`config.mk`:
```
export PLATFORM = sky130hd
export DESIGN_NAME = gaussian_heatmap_splat
export DESIGN_NICKNAME = d
export VERILOG_FILES = /design/src/hw/rtl/ghs_pkg.sv /design/src/hw/rtl/ghs_front.sv /design/src/hw/rtl/ghs_queue.sv /design/src/hw/rtl/ghs_back.sv /design/src/hw/rtl/gaussian_heatmap_splat.sv
export SDC_FILE = /design/constraint.sdc
export NUM_CORES = 2
export LEC_CHECK = 0
export CAP_MARGIN = 10
export CORE_ASPECT_RATIO = 1.25
export CORE_UTILIZATION = 60
export DETAILED_ROUTE_END_ITERATION = 6
export DONT_BUFFER_PORTS = 1
export PLACE_DENSITY_LB_ADDON = 0.12
export SLEW_MARGIN = 25
export SYNTH_ARGS = -nofsm -noshare
export SYNTH_HDL_FRONTEND = slang
export SYNTH_HIERARCHICAL = 1
export SYNTH_SLANG_ARGS = --single-unit
```
`constraint.sdc`:
```
create_clock -name aclk -period 8.7 [get_ports aclk]
set_input_delay 0.87 -clock aclk [delete_from_list [all_inputs] [get_ports aclk]]
set_output_delay 0.87 -clock aclk [all_outputs]
set_load 0.1 [all_outputs]
```
`src/hw/rtl/ghs_pkg.sv`:
```
// ----------------------------------------------------------------------------
// ghs_pkg
// Shared types, constants and the kernel weight table of the heatmap splatter.
// ----------------------------------------------------------------------------
package ghs_pkg;

    localparam int HEATMAP_SIZE  = 32;
    localparam int KERNEL_RADIUS = 3;
    localparam int NUM_PLANES    = 32;
    localparam int QUEUE_DEPTH   = 4;

    localparam int FIELD_W   = 5;
    localparam int WEIGHT_W  = 16;
    localparam int COORD_W   = 16;
    localparam int CFG_IDX_W = 4;
    localparam int CFG_W     = 16;
    localparam int PIX_W     = $clog2(HEATMAP_SIZE);
    localparam int IDX_W     = $clog2(HEATMAP_SIZE + KERNEL_RADIUS + 1) + 1;
    localparam int OFF_W     = 2;

    localparam logic [CFG_IDX_W-1:0] REG_CENTER_OFFSET = CFG_IDX_W'(0);
    localparam logic [CFG_IDX_W-1:0] REG_COORD_SCALE   = CFG_IDX_W'(1);

    localparam logic signed [CFG_W-1:0] CENTER_OFFSET_RST = 16'sd6144;
    localparam logic [CFG_W-1:0]        COORD_SCALE_RST   = 16'd2645;

    // exp(-0.5*(dr^2+dc^2)) in Q0.16, indexed [|dr|][|dc|]
    localparam logic [WEIGHT_W-1:0] GAUSS_ROM [4][4] = '{
        '{16'd65535, 16'd39750, 16'd8869, 16'd728},
        '{16'd39750, 16'd24109, 16'd5380, 16'd442},
        '{16'd8869,  16'd5380,  16'd1200, 16'd99},
        '{16'd728,   16'd442,   16'd99,   16'd8}
    };

    typedef struct packed {
        logic [FIELD_W-1:0]        channel;
        logic signed [COORD_W-1:0] x_coord;
        logic signed [COORD_W-1:0] y_coord;
    } in_item_t;

    typedef struct packed {
        logic [FIELD_W-1:0]  plane;
        logic [FIELD_W-1:0]  row;
        logic [FIELD_W-1:0]  column;
        logic [WEIGHT_W-1:0] weight;
        logic                last;
    } out_item_t;

    typedef struct packed {
        logic [FIELD_W-1:0]      plane;
        logic signed [IDX_W-1:0] ctr_col;
        logic signed [IDX_W-1:0] ctr_row;
        logic [PIX_W-1:0]        col_lo;
        logic [PIX_W-1:0]        col_hi;
        logic [PIX_W-1:0]        row_lo;
        logic [PIX_W-1:0]        row_hi;
    } qentry_t;

endpackage

```
`src/hw/rtl/ghs_front.sv`:
```
// ----------------------------------------------------------------------------
// ghs_front
// Config registers, coordinate mapping and tap window bounds. Items whose
// window is empty are dropped here.
// ----------------------------------------------------------------------------
module ghs_front (
    input  logic                           aclk,
    input  logic                           aresetn,
    input  logic                           cfg_valid,
    input  logic [ghs_pkg::CFG_IDX_W-1:0]  cfg_index,
    input  logic [ghs_pkg::CFG_W-1:0]      cfg_data,
    input  logic                           s_valid,
    output logic                           s_ready,
    input  ghs_pkg::in_item_t              s_data,
    output logic                           push,
    output ghs_pkg::qentry_t               push_data,
    input  logic                           q_full
);

    localparam int PROD_W = 2 * (ghs_pkg::COORD_W + 1);
    localparam int FRAC   = 20;
    localparam int IDX_W  = ghs_pkg::IDX_W;
    localparam int PIX_W  = ghs_pkg::PIX_W;

    localparam logic signed [PROD_W-1:0] HALF_C = PROD_W'(1 << (FRAC - 1));
    localparam logic signed [PROD_W-1:0] LO_C   = PROD_W'(-(ghs_pkg::KERNEL_RADIUS + 1));
    localparam logic signed [PROD_W-1:0] HI_C   =
        PROD_W'(ghs_pkg::HEATMAP_SIZE + ghs_pkg::KERNEL_RADIUS);
    localparam logic signed [IDX_W:0] RAD_C    = (IDX_W+1)'(ghs_pkg::KERNEL_RADIUS);
    localparam logic signed [IDX_W:0] SIZE_M1_C = (IDX_W+1)'(ghs_pkg::HEATMAP_SIZE - 1);

    function automatic logic signed [IDX_W-1:0] map_index(input logic signed [PROD_W-1:0] p);
        logic signed [PROD_W-1:0] t;
        logic signed [PROD_W-1:0] r;
        // half away from zero: floor((p + half - sign) / 2^FRAC)
        t = p + HALF_C - {{(PROD_W-1){1'b0}}, p[PROD_W-1]};
        r = t >>> FRAC;
        if (r < LO_C) begin
            r = LO_C;
        end else if (r > HI_C) begin
            r = HI_C;
        end
        return IDX_W'(r);
    endfunction

    logic signed [ghs_pkg::CFG_W-1:0] center_offset_reg;
    logic [ghs_pkg::CFG_W-1:0]        coord_scale_reg;

    logic                              v1_reg;
    logic [ghs_pkg::FIELD_W-1:0]       plane1_reg;
    logic signed [PROD_W-1:0]          prod_x_reg;
    logic signed [PROD_W-1:0]          prod_y_reg;

    logic                              v2_reg;
    logic [ghs_pkg::FIELD_W-1:0]       plane2_reg;
    logic signed [IDX_W-1:0]           ctr_col_reg;
    logic signed [IDX_W-1:0]           ctr_row_reg;

    logic signed [ghs_pkg::COORD_W:0]  sum_x;
    logic signed [ghs_pkg::COORD_W:0]  sum_y;
    logic signed [ghs_pkg::COORD_W:0]  scale_s;
    logic signed [PROD_W-1:0]          prod_x_next;
    logic signed [PROD_W-1:0]          prod_y_next;

    logic signed [IDX_W:0]             c_lo_s, c_hi_s, r_lo_s, r_hi_s;
    logic                              keep;
    logic                              done2, en2, en1;

    always_ff @(posedge aclk) begin
        if (!aresetn) begin
            center_offset_reg <= ghs_pkg::CENTER_OFFSET_RST;
            coord_scale_reg   <= ghs_pkg::COORD_SCALE_RST;
        end else if (cfg_valid) begin
            case (cfg_index)
                ghs_pkg::REG_CENTER_OFFSET: center_offset_reg <= cfg_data;
                ghs_pkg::REG_COORD_SCALE:   coord_scale_reg   <= cfg_data;
                default: ;
            endcase
        end
    end

    always_comb begin
        sum_x       = (ghs_pkg::COORD_W+1)'(s_data.x_coord)
                    + (ghs_pkg::COORD_W+1)'(center_offset_reg);
        sum_y       = (ghs_pkg::COORD_W+1)'(s_data.y_coord)
                    + (ghs_pkg::COORD_W+1)'(center_offset_reg);
        scale_s     = $signed({1'b0, coord_scale_reg});
        prod_x_next = sum_x * scale_s;
        prod_y_next = sum_y * scale_s;
    end

    always_comb begin
        c_lo_s = (IDX_W+1)'(ctr_col_reg) - RAD_C;
        c_hi_s = (IDX_W+1)'(ctr_col_reg) + RAD_C;
        r_lo_s = (IDX_W+1)'(ctr_row_reg) - RAD_C;
        r_hi_s = (IDX_W+1)'(ctr_row_reg) + RAD_C;
        keep   = (int'(plane2_reg) < ghs_pkg::NUM_PLANES)
              && !(c_hi_s < 0) && !(c_lo_s > SIZE_M1_C)
              && !(r_hi_s < 0) && !(r_lo_s > SIZE_M1_C);

        push_data.plane   = plane2_reg;
        push_data.ctr_col = ctr_col_reg;
        push_data.ctr_row = ctr_row_reg;
        push_data.col_lo  = (c_lo_s < 0) ? '0 : PIX_W'(c_lo_s);
        push_data.col_hi  = (c_hi_s > SIZE_M1_C) ? PIX_W'(SIZE_M1_C) : PIX_W'(c_hi_s);
        push_data.row_lo  = (r_lo_s < 0) ? '0 : PIX_W'(r_lo_s);
        push_data.row_hi  = (r_hi_s > SIZE_M1_C) ? PIX_W'(SIZE_M1_C) : PIX_W'(r_hi_s);
    end

    assign push    = v2_reg && keep && !q_full;
    assign done2   = v2_reg && (!keep || !q_full);
    assign en2     = !v2_reg || done2;
    assign en1     = !v1_reg || en2;
    assign s_ready = en1;

    always_ff @(posedge aclk) begin
        if (!aresetn) begin
            v1_reg <= 1'b0;
            v2_reg <= 1'b0;
        end else begin
            if (en1) begin
                v1_reg <= s_valid;
            end
            if (en2) begin
                v2_reg <= v1_reg;
            end
        end
    end

    always_ff @(posedge aclk) begin
        if (en1) begin
            plane1_reg <= s_data.channel;
            prod_x_reg <= prod_x_next;
            prod_y_reg <= prod_y_next;
        end
        if (en2) begin
            plane2_reg  <= plane1_reg;
            ctr_col_reg <= map_index(prod_x_reg);
            ctr_row_reg <= map_index(prod_y_reg);
        end
    end

endmodule

```
`src/hw/rtl/ghs_queue.sv`:
```
// ----------------------------------------------------------------------------
// ghs_queue
// Short request queue between the mapping front end and the tap scanner.
// ----------------------------------------------------------------------------
module ghs_queue (
    input  logic             aclk,
    input  logic             aresetn,
    input  logic             push,
    input  ghs_pkg::qentry_t push_data,
    output logic             full,
    input  logic             pop,
    output ghs_pkg::qentry_t pop_data,
    output logic             empty
);

    localparam int PTR_W = $clog2(ghs_pkg::QUEUE_DEPTH);
    localparam int CNT_W = $clog2(ghs_pkg::QUEUE_DEPTH + 1);
    localparam logic [PTR_W-1:0] LAST_PTR = PTR_W'(ghs_pkg::QUEUE_DEPTH - 1);
    localparam logic [CNT_W-1:0] DEPTH_C  = CNT_W'(ghs_pkg::QUEUE_DEPTH);

    ghs_pkg::qentry_t   slot_reg [ghs_pkg::QUEUE_DEPTH];
    logic [PTR_W-1:0]   wr_ptr_reg, rd_ptr_reg;
    logic [CNT_W-1:0]   count_reg;

    assign full     = (count_reg == DEPTH_C);
    assign empty    = (count_reg == '0);
    assign pop_data = slot_reg[rd_ptr_reg];

    always_ff @(posedge aclk) begin
        if (push) begin
            slot_reg[wr_ptr_reg] <= push_data;
        end
    end

    always_ff @(posedge aclk) begin
        if (!aresetn) begin
            wr_ptr_reg <= '0;
            rd_ptr_reg <= '0;
            count_reg  <= '0;
        end else begin
            if (push) begin
                wr_ptr_reg <= (wr_ptr_reg == LAST_PTR) ? '0 : wr_ptr_reg + 1'b1;
            end
            if (pop) begin
                rd_ptr_reg <= (rd_ptr_reg == LAST_PTR) ? '0 : rd_ptr_reg + 1'b1;
            end
            if (push && !pop) begin
                count_reg <= count_reg + 1'b1;
            end else if (pop && !push) begin
                count_reg <= count_reg - 1'b1;
            end
        end
    end

    a_no_overflow: assert property (@(posedge aclk) disable iff (!aresetn)
        !(push && full)) else $error("queue push while full");
    a_no_underflow: assert property (@(posedge aclk) disable iff (!aresetn)
        !(pop && empty)) else $error("queue pop while empty");

endmodule

```
`src/hw/rtl/ghs_back.sv`:
```
// ----------------------------------------------------------------------------
// ghs_back
// Tap scanner: walks the clipped window column outer, row inner, one pixel
// write per cycle into the output register while m_ready does not stall it.
// ----------------------------------------------------------------------------
module ghs_back (
    input  logic               aclk,
    input  logic               aresetn,
    input  logic               q_empty,
    input  ghs_pkg::qentry_t   q_data,
    output logic               pop,
    output logic               m_valid,
    input  logic               m_ready,
    output ghs_pkg::out_item_t m_data
);

    localparam int IDX_W = ghs_pkg::IDX_W;
    localparam int PIX_W = ghs_pkg::PIX_W;
    localparam int OFF_W = ghs_pkg::OFF_W;

    ghs_pkg::qentry_t          entry_reg;
    logic                      active_reg;
    logic [PIX_W-1:0]          col_reg, row_reg;
    logic [PIX_W-1:0]          col_next, row_next;
    logic                      m_valid_reg;
    ghs_pkg::out_item_t        m_data_reg, m_data_next;

    logic                      out_adv, produce, last, load;
    logic signed [IDX_W:0]     dc_s, dr_s;
    logic [OFF_W-1:0]          dc_abs, dr_abs;

    assign out_adv = !m_valid_reg || m_ready;
    assign produce = active_reg && out_adv;
    assign last    = (col_reg == entry_reg.col_hi) && (row_reg == entry_reg.row_hi);
    assign load    = (!active_reg || (produce && last)) && !q_empty;
    assign pop     = load;

    always_comb begin
        dc_s   = (IDX_W+1)'($signed({1'b0, col_reg})) - (IDX_W+1)'(entry_reg.ctr_col);
        dr_s   = (IDX_W+1)'($signed({1'b0, row_reg})) - (IDX_W+1)'(entry_reg.ctr_row);
        dc_abs = (dc_s < 0) ? OFF_W'(-dc_s) : OFF_W'(dc_s);
        dr_abs = (dr_s < 0) ? OFF_W'(-dr_s) : OFF_W'(dr_s);

        m_data_next.plane  = entry_reg.plane;
        m_data_next.row    = ghs_pkg::FIELD_W'(row_reg);
        m_data_next.column = ghs_pkg::FIELD_W'(col_reg);
        m_data_next.weight = ghs_pkg::GAUSS_ROM[dr_abs][dc_abs];
        m_data_next.last   = last;

        if (row_reg == entry_reg.row_hi) begin
            row_next = entry_reg.row_lo;
            col_next = col_reg + 1'b1;
        end else begin
            row_next = row_reg + 1'b1;
            col_next = col_reg;
        end
    end

    always_ff @(posedge aclk) begin
        if (!aresetn) begin
            active_reg  <= 1'b0;
            m_valid_reg <= 1'b0;
        end else begin
            if (load) begin
                active_reg <= 1'b1;
            end else if (produce && last) begin
                active_reg <= 1'b0;
            end
            if (produce) begin
                m_valid_reg <= 1'b1;
            end else if (m_ready) begin
                m_valid_reg <= 1'b0;
            end
        end
    end

    always_ff @(posedge aclk) begin
        if (load) begin
            entry_reg <= q_data;
            col_reg   <= q_data.col_lo;
            row_reg   <= q_data.row_lo;
        end else if (produce) begin
            col_reg   <= col_next;
            row_reg   <= row_next;
        end
        if (produce) begin
            m_data_reg <= m_data_next;
        end
    end

    assign m_valid = m_valid_reg;
    assign m_data  = m_data_reg;

    a_scan_in_window: assert property (@(posedge aclk) disable iff (!aresetn)
        active_reg |-> (row_reg >= entry_reg.row_lo) && (row_reg <= entry_reg.row_hi)
                    && (col_reg >= entry_reg.col_lo) && (col_reg <= entry_reg.col_hi))
        else $error("scan left its window");
    a_last_ends_item: assert property (@(posedge aclk) disable iff (!aresetn)
        (produce && last && q_empty) |=> !active_reg)
        else $error("scanner stayed busy after last write");
    a_last_out_marked: assert property (@(posedge aclk) disable iff (!aresetn)
        produce |=> m_valid_reg && (m_data_reg.last == $past(last)))
        else $error("last marker lost");

endmodule

```
`src/hw/rtl/gaussian_heatmap_splat.sv`:
```
// ----------------------------------------------------------------------------
// gaussian_heatmap_splat
// Throughput: one pixel write per cycle while m_ready does not stall; a keypoint
// holds the scanner for one write per in-map tap (up to 49), walked by the
// column and row scan counters.
// Keypoints with no in-map taps are dropped in the front end and skip the scanner.
// Reset: synchronous active low; registers return to defaults, queue empties.
// ----------------------------------------------------------------------------
module gaussian_heatmap_splat (
    input  logic                           aclk,
    input  logic                           aresetn,
    input  logic                           cfg_valid,
    output logic                           cfg_ready,
    input  logic [ghs_pkg::CFG_IDX_W-1:0]  cfg_index,
    input  logic [ghs_pkg::CFG_W-1:0]      cfg_data,
    input  logic                           s_valid,
    output logic                           s_ready,
    input  ghs_pkg::in_item_t              s_data,
    output logic                           m_valid,
    input  logic                           m_ready,
    output ghs_pkg::out_item_t             m_data
);

    logic             push, q_full, pop, q_empty;
    ghs_pkg::qentry_t push_data, pop_data;

    assign cfg_ready = 1'b1;

    ghs_front u_front (
        .aclk      (aclk),
        .aresetn   (aresetn),
        .cfg_valid (cfg_valid),
        .cfg_index (cfg_index),
        .cfg_data  (cfg_data),
        .s_valid   (s_valid),
        .s_ready   (s_ready),
        .s_data    (s_data),
        .push      (push),
        .push_data (push_data),
        .q_full    (q_full)
    );

    ghs_queue u_queue (
        .aclk      (aclk),
        .aresetn   (aresetn),
        .push      (push),
        .push_data (push_data),
        .full      (q_full),
        .pop       (pop),
        .pop_data  (pop_data),
        .empty     (q_empty)
    );

    ghs_back u_back (
        .aclk    (aclk),
        .aresetn (aresetn),
        .q_empty (q_empty),
        .q_data  (pop_data),
        .pop     (pop),
        .m_valid (m_valid),
        .m_ready (m_ready),
        .m_data  (m_data)
    );

endmodule

```
==> run metrics <==
drc violations=0; Reg clk slew, reported paths=0.06 ns; cells after synthesis=3,814; Synth Register Bits=369; die width=231 um; met3 usage=0.0354; post-synth top area share=0.279; Critical Path End Type=flop; Final Cycle Share=0.959; die area=66,800 sq um; total global-route track usage=0.268; largest net degree at the start of global routing=50; clock root cell=clkbuf_16; Pre-antenna DRT Iters=5; hold depth=0; met1 Use GR=0.308; via count=26,300; max reg flops=around 160; CP max FO=5; Crit-path slowest cell=fa_1; CTS Buf Count=39; Fin Setup TNS=0 ns; Critical Path RT=9.01 ns; total gr overflow=0; Mapped Nets=4,725; synthesis-to-layout area growth=8.38%; syn_area_per_cell=10.3 sq um; Vias per Instance=approximately 5.5; top post-synthesis cells by area=fa_1 (28%), edfxtp_1 (25%), ha_1 (9.5%), inv_1 (7.8%), and2_1 (4.1%); max_slew headroom=0.308; Yosys top cell by area=fa_1; outcome=completed; Core Rows=104; final hold vios=0; routability congestion estimate from global placement=roughly 0.93; most common cell in the synthesized netlist=inv_1; Commonest cells post-synth=inv_1 (815), fa_1 (549), nand2_1 (417); core footprint=roughly 65,000 sq um; part of the Yosys area used for sequential elements=0.269; antenna violations before repair=0; fin area=42,800 sq um; CTS sink count=369; number of max-cap violations=0; maximum clock rate=120 MHz; number of synthesized flops with an enable pin=324; R2R cell count=34; Netlist Area Pre-Place=39,500 sq um; Diodes inserted=0; clock skew=0.0268 ns; count of different cell masters after synthesis=93; Worst-Skew Late Latency=0.57 ns; CTS Hold Bufs=0; # port buffers=0; CP startpoint kind=flop; Detail Route Antenna Nets=0; Synth Flop Type=edfxtp_1; GR Util met2=0.502; Final min period=8.34 ns; Total Wirelength=around 85,000 um; Initial Util=0.610; TritonCTS clock tree=yes; critical path type=flop to flop; fin. max-slew vios=0; worst-case clock buffer depth=3; Crit path top cell by count=fa_1; Initial DRC Count=approximately 1,100; Die H=289 um; detailed placement HPWL=68,700 um; drt wl/cell=between 15 and 20 um; final setup vio count=0; number of global-route vias before repair=29,200; yosys warns=6; first-pass GRT wire length=between 100,000 and 150,000 um; worst slew pin tran=1.03 ns; asr flop ratio synth=0; HP Class=input port to flop; htree depth=2; Ports=97; GRT busiest layer=met2; share of layout cells above drive strength 1=0.0928; WP data arrival=8.66 ns; max incr delay on CP=0.54 ns; nets=4,816; Area after DPL=41,400 sq um
==> worst max-delay path: cells and delay by family (launching register included) <==
kind / cells / cell delay [ns]
AND/OR/NAND/NOR: 3 / 0.33
XOR/XNOR: 2 / 0.28
AO/OA/AOI/OAI: 15 / 2.96
flip-flops: 1 / 0.34
adder cells (fa/ha/maj): 8 / 3.56
buffers and inverters: 6 / 0.63
==> cell families after synthesis <==
| logic type | synth area share |
|---|---|
| AND/OR/NAND/NOR | 0.125 |
| XOR/XNOR | 0.0370 |
| flip-flops | 0.269 |
| other | 0.0000950 |
| adder cells (fa/ha/maj) | 0.376 |
| buffers and inverters | 0.0914 |
| multiplexers | 0.0287 |
| AO/OA/AOI/OAI | 0.0718 |
==> layer usage <==
| layer | part of all wire | wire length [um] | up-vias |
|---|---|---|---|
| met5 | 0 | 0 | - |
| met4 | 0.037 | 3150 | 0 |
| met3 | 0.045 | 3800 | 162 |
| met2 | 0.53 | 45100 | 604 |
| met1 | 0.39 | 32900 | 13300 |
| li1 | - | - | 12300 |
==> cells in the final DEF (no fill, tap or decap), types with 14 or more instances in the layout <==
cell,instances
and3_1,14
a31oi_1,19
dfxtp_1,39
o21bai_1,26
inv_1,815
a21o_1,35
nor3_1,31
o21ai_0,58
fa_1,547
ha_1,299
o21a_1,20
nor2_1,94
clkbuf_16,40
a21oi_1,102
and2_1,253
mux4_2,40
nor2b_1,47
o21ai_1,19
nand2b_1,29
a21boi_0,28
xnor2_1,113
xor2_1,46
nand3_1,50
buf_4,179
edfxtp_1,324
nand2_1,416
==> final cells by class <==
type | instances | area (sq um)
Multi-Input combinational cell | 2498 | 25400
Inverter | 815 | 3060
Sequential cell | 369 | 10600
Clock buffer | 54 | 1060
Fill cell | 4977 | 21900
Tap cell | 848 | 1060
Timing Repair Buffer | 182 | 1400
Clock inverter | 17 | 138
==> through the flow <==
stage | hold WS [ns] | utilization | setup slack (ns) | cells
floorplan | 0.400 | - | 0.0128 | 3814
finish | 0.406 | 0.661 | 0.357 | 4783
global placement | 0.405 | 0.639 | -0.210 | 4704
CTS | 0.374 | 0.658 | 0.0793 | 4775
global route | 0.381 | 0.661 | -0.0393 | 4783
detailed placement | 0.405 | 0.640 | -0.565 | 4704
==> final timing paths <==
kind / start / slack (ns) / end
worst max-delay path: u_front/center_offset_reg[1] / 0.36 / u_front/prod_y_reg[31]
worst min-delay path: s_data[34] / 0.41 / u_front/plane1_reg[2]
worst max register to register: u_front/center_offset_reg[1] / 0.36 / u_front/prod_y_reg[31]
worst min register to register: u_back/entry_reg[38] / 0.41 / u_back/m_data[31]
==> what timing repair did <==
item / 4_1_cts / 5_1_grt
hold endpoints to repair: 0 / 0
pin swaps: 0 / 20
setup buffers: 0 / 8
resized for setup: 1 / 28
setup endpoints to repair: 1 / 13
Power is left out: the tool's default activity adds up to more than one toggle a clock period on the data nets, which glitch-free logic cannot reach.
